$ cat config.mk
export PLATFORM = sky130hd
export DESIGN_NAME = polygon_edge_table_build_core_flat
export DESIGN_NICKNAME = d
export VERILOG_FILES = /design/src/rtl/petb_pkg.sv /design/src/rtl/petb_if.sv /design/src/rtl/polygon_edge_table_build_core.sv /design/src/rtl/petb_ram.sv /design/src/rtl/petb_div.sv /design/src/flat_wrapper.sv
export SDC_FILE = /design/constraint.sdc
export NUM_CORES = 2
export LEC_CHECK = 0
export ABC_AREA = 1
export ABC_CLOCK_PERIOD_IN_PS = 26000
export BUFFER_PORTS_ARGS = -buffer_cell sky130_fd_sc_hd__buf_2
export CAP_MARGIN = 20
export CORE_UTILIZATION = 63
export CTS_BUF_LIST = sky130_fd_sc_hd__clkbuf_8 sky130_fd_sc_hd__clkbuf_16
export DETAILED_ROUTE_END_ITERATION = 12
export PLACE_DENSITY_LB_ADDON = 0.05
export RECOVER_POWER = 100
export SLEW_MARGIN = 5
export SYNTH_ARGS = -nofsm -noshare
export SYNTH_HDL_FRONTEND = slang
export SYNTH_SLANG_ARGS = --single-unit
export TNS_END_PERCENT = 20
$ cat constraint.sdc
create_clock -name clk_i -period 26 [get_ports clk_i]
set_input_delay 6.5 -clock clk_i [delete_from_list [all_inputs] [get_ports clk_i]]
set_output_delay 6.5 -clock clk_i [all_outputs]
set_load 0.005 [all_outputs]
$ cat src/rtl/petb_pkg.sv
// Package with shared types, constants and helpers of the polygon edge table builder.
`default_nettype none
package petb_pkg;

  localparam int MaxVertices = 16;
  localparam int CoordW      = 32;
  localparam int RowW        = 16;

  typedef struct packed {
    logic signed [CoordW-1:0] x;
    logic signed [CoordW-1:0] y;
    logic signed [CoordW-1:0] z;
  } vertex_t;

  localparam int VertexW = $bits(vertex_t);

  // Round a Q16.16 value to a row, half away from zero, saturated to 16 bits.
  function automatic logic signed [RowW-1:0] round_row(input logic signed [CoordW-1:0] v);
    logic [CoordW:0] mag;
    logic [CoordW:0] sum;
    logic [16:0]     r;
    mag = v[CoordW-1] ? (CoordW+1)'(-{v[CoordW-1], v}) : {1'b0, v};
    sum = mag + (CoordW+1)'(32768);
    r   = sum[CoordW:16];
    if (!v[CoordW-1]) begin
      round_row = (r > 17'd32767) ? 16'sh7fff : r[15:0];
    end else begin
      round_row = RowW'(17'(-r));
    end
  endfunction

endpackage
`default_nettype wire

$ cat src/rtl/petb_if.sv
// Channel interfaces: vertex items in and edge record items out.
`default_nettype none
interface petb_vtx_if;
  logic               valid;
  logic               ready;
  logic signed [31:0] vertex_x;
  logic signed [31:0] vertex_y;
  logic signed [31:0] vertex_z;
  logic               final_vertex;
  modport source (output valid, vertex_x, vertex_y, vertex_z, final_vertex, input ready);
  modport sink   (input valid, vertex_x, vertex_y, vertex_z, final_vertex, output ready);
endinterface

interface petb_rec_if;
  logic               valid;
  logic               ready;
  logic signed [15:0] bucket_row;
  logic signed [15:0] upper_row;
  logic signed [31:0] x_start;
  logic signed [31:0] z_start;
  logic signed [31:0] x_step;
  logic signed [31:0] z_step;
  logic               overflow_flag;
  logic               last_record;
  modport source (output valid, bucket_row, upper_row, x_start, z_start, x_step, z_step,
                  overflow_flag, last_record, input ready);
  modport sink   (input valid, bucket_row, upper_row, x_start, z_start, x_step, z_step,
                  overflow_flag, last_record, output ready);
endinterface
`default_nettype wire

$ cat src/rtl/polygon_edge_table_build_core.sv
// Top level of the polygon edge table builder: vertex store, walk sequencer and record output.
`default_nettype none
// Vertices are taken one per cycle while the block is idle and written into a RAM of
// MAX_VERTICES entries. The final vertex starts a walk over the stored vertices: each vertex
// is read, then its left neighbour, then its right neighbour once the left edge is done. Every
// higher neighbour yields an edge record whose two steps come from one shared bit-serial
// divider, the x step first and then the z step. One record is held back until the next is
// known, so the last one can be marked. Vertex input stays closed from the final vertex until
// the last record is loaded into the output register.
module polygon_edge_table_build_core
  import petb_pkg::*;
#(
  parameter int MAX_VERTICES = MaxVertices
) (
  input  wire logic clk_i,
  input  wire logic rst_ni,
  petb_vtx_if.sink   vtx_i,
  petb_rec_if.source rec_o
);
  localparam int IW = $clog2(MAX_VERTICES);
  localparam int CW = $clog2(MAX_VERTICES + 1);

  localparam logic [2:0] StIdle  = 3'd0;
  localparam logic [2:0] StRdLo  = 3'd1;
  localparam logic [2:0] StCapLo = 3'd2;
  localparam logic [2:0] StCapHi = 3'd3;
  localparam logic [2:0] StDivX  = 3'd4;
  localparam logic [2:0] StDivZ  = 3'd5;
  localparam logic [2:0] StPush  = 3'd6;
  localparam logic [2:0] StAdv   = 3'd7;

  logic [2:0]    st_q, st_d;
  logic          flushing_q, flushing_d;
  logic [CW-1:0] cnt_q, cnt_d;
  logic          drop_q, drop_d;
  logic [CW-1:0] n_q, n_d;
  logic          ovf_q, ovf_d;
  logic [IW-1:0] i_q, i_d;
  logic          side_q, side_d;
  vertex_t       lo_q, hi_q;
  logic signed [31:0] xstep_q;

  logic          full;
  logic          in_acc;
  logic [CW-1:0] nm1;
  logic [IW-1:0] left_idx, right_idx;
  logic          i_is_last;

  logic          ram_we;
  logic [IW-1:0] ram_raddr;
  vertex_t       ram_rdata;
  vertex_t       ram_wdata;

  logic               div_start;
  logic               div_done;
  logic signed [32:0] div_num;
  logic        [32:0] dy;
  logic signed [31:0] div_q;

  // Pending record and output register.
  logic               pend_v_q, pend_v_d;
  logic signed [15:0] p_brow_q, p_urow_q;
  logic signed [31:0] p_x_q, p_z_q, p_xs_q, p_zs_q;
  logic               p_ovf_q;
  logic               load_pend, load_out, out_last;
  logic               out_v_q;
  logic signed [15:0] o_brow_q, o_urow_q;
  logic signed [31:0] o_x_q, o_z_q, o_xs_q, o_zs_q;
  logic               o_ovf_q, o_last_q;

  assign full      = (cnt_q == CW'(MAX_VERTICES));
  assign in_acc    = vtx_i.valid && vtx_i.ready;
  assign nm1       = n_q - CW'(1);
  assign i_is_last = (i_q == nm1[IW-1:0]);
  assign left_idx  = (i_q == '0) ? nm1[IW-1:0] : i_q - IW'(1);
  assign right_idx = i_is_last ? '0 : i_q + IW'(1);

  assign vtx_i.ready = (st_q == StIdle) && !flushing_q;
  assign ram_we      = in_acc && !full;
  assign ram_wdata   = '{x: vtx_i.vertex_x, y: vtx_i.vertex_y, z: vtx_i.vertex_z};

  petb_ram #(.WIDTH(VertexW), .DEPTH(MAX_VERTICES)) u_store (
    .clk_i   (clk_i),
    .we_i    (ram_we),
    .waddr_i (cnt_q[IW-1:0]),
    .wdata_i (ram_wdata),
    .raddr_i (ram_raddr),
    .rdata_o (ram_rdata)
  );

  // Differences of the current edge; dy is positive whenever a division runs.
  // The x division starts while the upper vertex is still on the RAM output.
  assign dy      = (st_q == StCapHi)
                 ? ({ram_rdata.y[31], ram_rdata.y} - {lo_q.y[31], lo_q.y})
                 : ({hi_q.y[31], hi_q.y} - {lo_q.y[31], lo_q.y});
  assign div_num = (st_q == StCapHi)
                 ? ({ram_rdata.x[31], ram_rdata.x} - {lo_q.x[31], lo_q.x})
                 : ({hi_q.z[31], hi_q.z} - {lo_q.z[31], lo_q.z});

  petb_div u_div (
    .clk_i   (clk_i),
    .rst_ni  (rst_ni),
    .start_i (div_start),
    .num_i   (div_num),
    .den_i   (dy[31:0]),
    .done_o  (div_done),
    .quot_o  (div_q)
  );

  // Walk sequencer.
  always_comb begin
    st_d       = st_q;
    flushing_d = flushing_q;
    cnt_d      = cnt_q;
    drop_d     = drop_q;
    n_d        = n_q;
    ovf_d      = ovf_q;
    i_d        = i_q;
    side_d     = side_q;
    ram_raddr  = i_q;
    div_start  = 1'b0;
    load_pend  = 1'b0;
    load_out   = 1'b0;
    out_last   = 1'b0;
    pend_v_d   = pend_v_q;
    if (flushing_q) begin
      if (!pend_v_q) begin
        flushing_d = 1'b0;
      end else if (!out_v_q) begin
        load_out   = 1'b1;
        out_last   = 1'b1;
        pend_v_d   = 1'b0;
        flushing_d = 1'b0;
      end
    end else begin
      case (st_q)
        StIdle: begin
          if (in_acc) begin
            if (full) begin
              drop_d = 1'b1;
            end else begin
              cnt_d = cnt_q + CW'(1);
            end
            if (vtx_i.final_vertex) begin
              n_d    = full ? cnt_q : cnt_q + CW'(1);
              ovf_d  = drop_q || full;
              cnt_d  = '0;
              drop_d = 1'b0;
              i_d    = '0;
              st_d   = StRdLo;
            end
          end
        end
        StRdLo: begin
          ram_raddr = i_q;
          st_d      = StCapLo;
        end
        StCapLo: begin
          ram_raddr = left_idx;
          side_d    = 1'b0;
          st_d      = StCapHi;
        end
        StCapHi: begin
          if ($signed(ram_rdata.y) > $signed(lo_q.y)) begin
            st_d = StDivX;
          end else begin
            st_d = StAdv;
          end
        end
        StDivX: begin
          // The x division runs here; the z division starts as it finishes.
          if (div_done) begin
            st_d = StDivZ;
          end
        end
        StDivZ: begin
          if (div_done) begin
            st_d = StPush;
          end
        end
        StPush: begin
          if (!pend_v_q || !out_v_q) begin
            load_out  = pend_v_q;
            load_pend = 1'b1;
            pend_v_d  = 1'b1;
            st_d      = StAdv;
          end
        end
        StAdv: begin
          if (!side_q) begin
            side_d    = 1'b1;
            ram_raddr = right_idx;
            st_d      = StCapHi;
          end else begin
            side_d = 1'b0;
            if (i_is_last) begin
              flushing_d = 1'b1;
              st_d       = StIdle;
            end else begin
              i_d  = i_q + IW'(1);
              st_d = StRdLo;
            end
          end
        end
        default: begin
          st_d = StIdle;
        end
      endcase
    end
    // Division launches: x on entry to StDivX, z once x is done.
    if (!flushing_q && st_q == StCapHi && st_d == StDivX) begin
      div_start = 1'b1;
    end
    if (!flushing_q && st_q == StDivX && div_done) begin
      div_start = 1'b1;
    end
  end

  always_ff @(posedge clk_i or negedge rst_ni) begin
    if (!rst_ni) begin
      st_q       <= StIdle;
      flushing_q <= 1'b0;
      cnt_q      <= '0;
      drop_q     <= 1'b0;
      n_q        <= '0;
      ovf_q      <= 1'b0;
      i_q        <= '0;
      side_q     <= 1'b0;
      pend_v_q   <= 1'b0;
      out_v_q    <= 1'b0;
    end else begin
      st_q       <= st_d;
      flushing_q <= flushing_d;
      cnt_q      <= cnt_d;
      drop_q     <= drop_d;
      n_q        <= n_d;
      ovf_q      <= ovf_d;
      i_q        <= i_d;
      side_q     <= side_d;
      pend_v_q   <= pend_v_d;
      out_v_q    <= (out_v_q && !rec_o.ready) || load_out;
    end
  end

  // Edge data capture and record registers.
  always_ff @(posedge clk_i) begin
    if (!flushing_q && st_q == StCapLo) begin
      lo_q <= ram_rdata;
    end
    if (!flushing_q && st_q == StCapHi) begin
      hi_q <= ram_rdata;
    end
    if (!flushing_q && st_q == StDivX && div_done) begin
      xstep_q <= div_q;
    end
    if (load_out) begin
      o_brow_q <= p_brow_q;
      o_urow_q <= p_urow_q;
      o_x_q    <= p_x_q;
      o_z_q    <= p_z_q;
      o_xs_q   <= p_xs_q;
      o_zs_q   <= p_zs_q;
      o_ovf_q  <= p_ovf_q;
      o_last_q <= out_last;
    end
    if (load_pend) begin
      p_brow_q <= round_row(lo_q.y);
      p_urow_q <= round_row(hi_q.y);
      p_x_q    <= lo_q.x;
      p_z_q    <= lo_q.z;
      p_xs_q   <= xstep_q;
      p_zs_q   <= div_q;
      p_ovf_q  <= ovf_q;
    end
  end

  assign rec_o.valid         = out_v_q;
  assign rec_o.bucket_row    = o_brow_q;
  assign rec_o.upper_row     = o_urow_q;
  assign rec_o.x_start       = o_x_q;
  assign rec_o.z_start       = o_z_q;
  assign rec_o.x_step        = o_xs_q;
  assign rec_o.z_step        = o_zs_q;
  assign rec_o.overflow_flag = o_ovf_q;
  assign rec_o.last_record   = o_last_q;
endmodule
`default_nettype wire

$ cat src/rtl/petb_ram.sv
// Generic single-port-write, single-port-read RAM with registered read data.
`default_nettype none
module petb_ram #(
  parameter int WIDTH = 8,
  parameter int DEPTH = 16
) (
  input  wire logic                     clk_i,
  input  wire logic                     we_i,
  input  wire logic [$clog2(DEPTH)-1:0] waddr_i,
  input  wire logic [WIDTH-1:0]         wdata_i,
  input  wire logic [$clog2(DEPTH)-1:0] raddr_i,
  output logic      [WIDTH-1:0]         rdata_o
);
  logic [WIDTH-1:0] mem_q [DEPTH];

  // Write port and registered read port.
  always_ff @(posedge clk_i) begin
    if (we_i) begin
      mem_q[waddr_i] <= wdata_i;
    end
    rdata_o <= mem_q[raddr_i];
  end
endmodule
`default_nettype wire

$ cat src/rtl/petb_div.sv
// Bit-serial restoring divider for (delta * 65536) / dy with saturation to 32 bits.
`default_nettype none
module petb_div
  import petb_pkg::*;
(
  input  wire logic               clk_i,
  input  wire logic               rst_ni,
  input  wire logic               start_i,
  input  wire logic signed [32:0] num_i,
  input  wire logic        [31:0] den_i,
  output logic                    done_o,
  output logic signed [31:0]      quot_o
);
  logic [47:0] sh_q, sh_d;
  logic [31:0] rem_q, rem_d;
  logic [31:0] den_q;
  logic        neg_q;
  logic        busy_q, busy_d;
  logic [5:0]  cnt_q, cnt_d;
  logic        done_q, done_d;
  logic [32:0] mag_in;
  logic [32:0] rem_sh;

  assign mag_in = num_i[32] ? 33'(-num_i) : num_i;
  assign rem_sh = {rem_q, sh_q[47]};

  // One quotient bit per cycle; dividend bits shift out as quotient bits shift in.
  always_comb begin
    sh_d   = sh_q;
    rem_d  = rem_q;
    busy_d = busy_q;
    cnt_d  = cnt_q;
    done_d = 1'b0;
    if (start_i) begin
      sh_d   = {mag_in[31:0], 16'd0};
      rem_d  = '0;
      busy_d = 1'b1;
      cnt_d  = '0;
    end else if (busy_q) begin
      if (rem_sh >= {1'b0, den_q}) begin
        rem_d = 32'(rem_sh - {1'b0, den_q});
        sh_d  = {sh_q[46:0], 1'b1};
      end else begin
        rem_d = rem_sh[31:0];
        sh_d  = {sh_q[46:0], 1'b0};
      end
      cnt_d = cnt_q + 6'd1;
      if (cnt_q == 6'd47) begin
        busy_d = 1'b0;
        done_d = 1'b1;
      end
    end
  end

  always_ff @(posedge clk_i or negedge rst_ni) begin
    if (!rst_ni) begin
      busy_q <= 1'b0;
      cnt_q  <= '0;
      done_q <= 1'b0;
    end else begin
      busy_q <= busy_d;
      cnt_q  <= cnt_d;
      done_q <= done_d;
    end
  end

  always_ff @(posedge clk_i) begin
    sh_q  <= sh_d;
    rem_q <= rem_d;
    if (start_i) begin
      den_q <= den_i;
      neg_q <= num_i[32];
    end
  end

  // Apply the sign and clamp to the signed 32-bit range.
  always_comb begin
    if (!neg_q) begin
      quot_o = (sh_q[47:31] != '0) ? 32'sh7fffffff : sh_q[31:0];
    end else if (sh_q[47:32] != '0 || (sh_q[31] && sh_q[30:0] != '0)) begin
      quot_o = 32'sh80000000;
    end else begin
      quot_o = 32'(-sh_q[31:0]);
    end
  end

  assign done_o = done_q;
endmodule
`default_nettype wire

$ cat src/flat_wrapper.sv
// flat-port wrapper written by rule: the top's interface ports become plain ports
module polygon_edge_table_build_core_flat import petb_pkg::*;
#(
  parameter int MAX_VERTICES = MaxVertices
)
  (clk_i, rst_ni, vtx_i_valid, vtx_i_vertex_x, vtx_i_vertex_y, vtx_i_vertex_z, vtx_i_final_vertex, vtx_i_ready, rec_o_valid, rec_o_bucket_row, rec_o_upper_row, rec_o_x_start, rec_o_z_start, rec_o_x_step, rec_o_z_step, rec_o_overflow_flag, rec_o_last_record, rec_o_ready);
  petb_vtx_if vtx_i_i ();
  petb_rec_if rec_o_i ();
  input  wire logic clk_i;
  input  wire logic rst_ni;
  input wire logic [$bits(vtx_i_i.valid)-1:0] vtx_i_valid;
  input wire logic [$bits(vtx_i_i.vertex_x)-1:0] vtx_i_vertex_x;
  input wire logic [$bits(vtx_i_i.vertex_y)-1:0] vtx_i_vertex_y;
  input wire logic [$bits(vtx_i_i.vertex_z)-1:0] vtx_i_vertex_z;
  input wire logic [$bits(vtx_i_i.final_vertex)-1:0] vtx_i_final_vertex;
  output wire logic [$bits(vtx_i_i.ready)-1:0] vtx_i_ready;
  output wire logic [$bits(rec_o_i.valid)-1:0] rec_o_valid;
  output wire logic [$bits(rec_o_i.bucket_row)-1:0] rec_o_bucket_row;
  output wire logic [$bits(rec_o_i.upper_row)-1:0] rec_o_upper_row;
  output wire logic [$bits(rec_o_i.x_start)-1:0] rec_o_x_start;
  output wire logic [$bits(rec_o_i.z_start)-1:0] rec_o_z_start;
  output wire logic [$bits(rec_o_i.x_step)-1:0] rec_o_x_step;
  output wire logic [$bits(rec_o_i.z_step)-1:0] rec_o_z_step;
  output wire logic [$bits(rec_o_i.overflow_flag)-1:0] rec_o_overflow_flag;
  output wire logic [$bits(rec_o_i.last_record)-1:0] rec_o_last_record;
  input wire logic [$bits(rec_o_i.ready)-1:0] rec_o_ready;
  assign vtx_i_i.valid = vtx_i_valid;
  assign vtx_i_i.vertex_x = vtx_i_vertex_x;
  assign vtx_i_i.vertex_y = vtx_i_vertex_y;
  assign vtx_i_i.vertex_z = vtx_i_vertex_z;
  assign vtx_i_i.final_vertex = vtx_i_final_vertex;
  assign vtx_i_ready = vtx_i_i.ready;
  assign rec_o_valid = rec_o_i.valid;
  assign rec_o_bucket_row = rec_o_i.bucket_row;
  assign rec_o_upper_row = rec_o_i.upper_row;
  assign rec_o_x_start = rec_o_i.x_start;
  assign rec_o_z_start = rec_o_i.z_start;
  assign rec_o_x_step = rec_o_i.x_step;
  assign rec_o_z_step = rec_o_i.z_step;
  assign rec_o_overflow_flag = rec_o_i.overflow_flag;
  assign rec_o_last_record = rec_o_i.last_record;
  assign rec_o_i.ready = rec_o_ready;
  polygon_edge_table_build_core #(.MAX_VERTICES(MAX_VERTICES)) u_core (.clk_i(clk_i), .rst_ni(rst_ni), .vtx_i(vtx_i_i), .rec_o(rec_o_i));
endmodule
==> impl_metrics.env <==
export IMPL_status="finished, violations left"
export IMPL_violations="max-capacitance violations, max-slew violations"
export IMPL_wire_per_inst_um=21.76
export IMPL_vias_per_cell=5.905
export IMPL_fin_util_pct=69.59
export IMPL_p_leak_nw=42.35
export IMPL_area_growth_pct=9.438
export IMPL_wl_um=257200
export IMPL_first_pass_iters=8
export IMPL_syn_area_um2=100900
export IMPL_criticalPathCategory="flop to flop"
export IMPL_worst_pin_slew_ns=8.511
export IMPL_timing_fmax_mhz=66.90
export IMPL_grt_pass1_wl_um=385900
export IMPL_cts_made_buffers=219
export IMPL_power_density_nw_per_um2=115.7
export IMPL_worst_setup_path_start_kind="flop"
export IMPL_root_buffer="clkbuf_16"
export IMPL_synthCells=9365
export IMPL_slew_viol_final=2811
export IMPL_design_die_area_um2=161800
export IMPL_endpoint_kind="flop"
export IMPL_critPathMaxFanout=199
export IMPL_period_minus_slack_ns=14.95
export IMPL_vias=69769
export IMPL_synth_avg_cell_area_um2=10.78
export IMPL_dp_slack_ns=15.85
export IMPL_layout_commonest_cell="edfxtp_1"
export IMPL_cts_tree="built"
export IMPL_slowest_delay_ns=6.12
export IMPL_htreeDepth=4
export IMPL_port_buffers=264
export IMPL_cp_common_cell="nand2_1"
export IMPL_cap_violations=55
export IMPL_synth_top_area_cell="edfxtp_1"
export IMPL_dpl_hpwl_um=158800
export IMPL_grt_pass1_vias=65127
export IMPL_setup_viol=0
export IMPL_required_ns=26.64
export IMPL_slowest_stage="clkinvlp_2"
export IMPL_post_cts_buffers=0
export IMPL_setup_ws_ns=11.05
export IMPL_ir_worst_vdd_uv=117.2
export IMPL_rows=146
export IMPL_yosys_top_cells_area="edfxtp_1 (63%), nand2_1 (5.2%), nor2_1 (4.5%), nand3_1 (4.5%), o21ai_0 (3.9%)"
export IMPL_cts_resized=0
export IMPL_holdWs_ns=0.4079
export IMPL_ios=265
export IMPL_final_layout_size_suffix_gt1_share_pct=5.636
export IMPL_min_period_over_period_pct=57.49
export IMPL_drt_antenna_violating_nets=0
export IMPL_clock_skew_ns=0.04143
export IMPL_seq_area_frac_synth_pct=66.55
export IMPL_dp_cells=11385
export IMPL_fillerInstances=11676
export IMPL_cts_path_max_buffers=3
export IMPL_crit_buf_inv=4
export IMPL_hp_class="flop to flop"
export IMPL_crit_chain="inv_1 -> ha_1 -> xnor2_1 -> xor2_1 -> or2_1 -> nor2_1 -> o21ai_0 -> nand2_1 -> nand3_2 -> nand2_1 -> clkinvlp_2 -> buf_12 -> clkbuf_1 -> o21ai_0 -> nand3_1 -> nand3_1 -> nand2_1"
export IMPL_synth_edf_count=2116
export IMPL_core_area_um2=158700
export IMPL_cts_sinks=2290
export IMPL_drtIter0Drc=7349
export IMPL_die_h_um=402.3
export IMPL_syn_nets=9646
export IMPL_clk_pin_slew_ns=0.06
export IMPL_maxSlewHeadroom_pct=-467.4
export IMPL_ys_flop_type="edfxtp_1"
export IMPL_arrival_ns=15.58
export IMPL_antenna_found_initial=45
export IMPL_die_w_um=402.3
export IMPL_nNetsFinal=9817
export IMPL_grt_remaining_overflow=0
export IMPL_ys_types=61
export IMPL_rsz0062_at_grt="false"
export IMPL_ys_async_sr_fraction_pct=1.310
export IMPL_layoutNonFillerInstCount=11816
export IMPL_gp_congestion=0.9728
export IMPL_final_cell_mix="edfxtp_1 (2,116), nand2_1 (1,399), nor2_1 (1,213), inv_1 (958), nand3_1 (911)"
export IMPL_route_detailed_drc=0
export IMPL_postCtsHoldBufs=0
export IMPL_crit_family="buffers and inverters"
export IMPL_grt_start_max_net_pins=209
export IMPL_yosys_warnings=0
export IMPL_synth_top_area_share_pct=62.95
export IMPL_start_util_pct=63.59
export IMPL_finalHoldViolCount=0
export IMPL_ys_ff_latch=2290
export IMPL_insertion_delay_ns=0.87
export IMPL_grt_use_total_pct=31.40
export IMPL_fin_tns_setup_ns=0
==> per-layer routing <==
| metal | GRT usage, % | vias to the layer above | wire, µm |
|---|---|---|---|
| li1 | - | 32984 | - |
| met1 | 44.81 | 33408 | 108000 |
| met2 | 49.26 | 2902 | 119200 |
| met3 | 5.572 | 447 | 22040 |
| met4 | 10.29 | 28 | 7711 |
| met5 | 0 | - | 182 |
==> path summary, 6_finish.rpt <==
| path | from | depth (start not counted) | slack (ns) | endpoint |
|---|---|---|---|---|
| min in group asynchronous | rst_ni | 1 | 6.14 | u_core.n_q[1] |
| setup / recovery | u_core.n_q[0] | 17 | 11.05 | u_core.u_store.rdata_o[41] |
| hold / removal | u_core.p_xs_q[29] | 0 | 0.41 | u_core.rec_o.x_step[29] |
| setup reg to reg | u_core.n_q[0] | 17 | 11.05 | u_core.u_store.rdata_o[41] |
| max in group asynchronous | rst_ni | 1 | 18.64 | u_core.u_div.busy_q |
| hold reg to reg | u_core.p_xs_q[29] | 0 | 0.41 | u_core.rec_o.x_step[29] |
==> cells by family (layout without fill, tap and decap cells) <==
logic type	Yosys count	count (layout)	share of synthesized area, %
other	0	21	0
AND/OR/NAND/NOR	3783	3783	15.97
AO/OA/AOI/OAI	1702	1702	9.160
adder cells (fa/ha/maj)	180	180	2.268
XOR/XNOR	100	100	0.8825
multiplexers	3	3	0.02975
flip-flops	2290	2290	66.55
buffers and inverters	1307	1665	5.140
==> sequential cells by signal, summed over array words and instances, names as in the netlist, 48 cells and up <==
name and flops:
u_core.u_store.mem_q 1536, u_core.lo_q 96, u_core.u_store.rdata_o 96, u_core.hi_q 64, u_core.u_div.sh_q 48
==> final cells by class <==
class | instances | area (µm²) | area share [%]
inverter | 913 | 3436 | 3.110
timing repair buffer | 344 | 1605 | 1.453
antenna | 21 | 52.55 | 0.04757
sequential | 2290 | 67180 | 60.81
clock inverter | 176 | 1378 | 1.247
clock buffer | 232 | 5670 | 5.133
tap | 2072 | 2592 | 2.347
multi-input combinational | 5768 | 28560 | 25.85
==> worst reg2reg max path: cells and delay by family, from the launching register on <==
family / cells / cell delay (ns)
AOI/OAI and AO/OA: 2 / 0.91
xor gates and xnor gates: 2 / 0.37
adders and majority gates: 1 / 0.21
buffers and inverters: 4 / 9.25
DFF: 1 / 0.37
and+or+nand+nor: 8 / 3.59
==> per-stage QoR <==
step | instance area (µm²) | power [W]
after global routing | 110400 | 0.01352
after global placement | 104000 | 0.009547
after detailed placement | 104000 | 0.009643
final | 110500 | 0.01279
after CTS | 111000 | 0.01271
after floorplan | 100900 | 0.008052
==> cell usage after synthesis, drive strengths merged (6+ instances only) <==
cell type	count
ha	175
inv	909
nor3	58
nand3b	21
nand3	927
nand2	1417
a21o	9
nand4	75
nor4	21
a21boi	6
o22ai	7
clkbuf	157
xor2	62
xnor2	38
or2	20
o21a	13
o21ai	1137
a21oi	282
o211ai	126
a31oi	16
dfxtp	144
buf	237
edfxtp	2116
o21bai	80
dfrtp	30
nor2	1239
==> power by group <==
part	switching (W)	leakage, nW	internal, W
logic	0.00358	18.0	0.00140
clock network	0.00136	3.67	0.00171
registers	0.000244	20.7	0.00449
(Power assumes the default switching activity.)
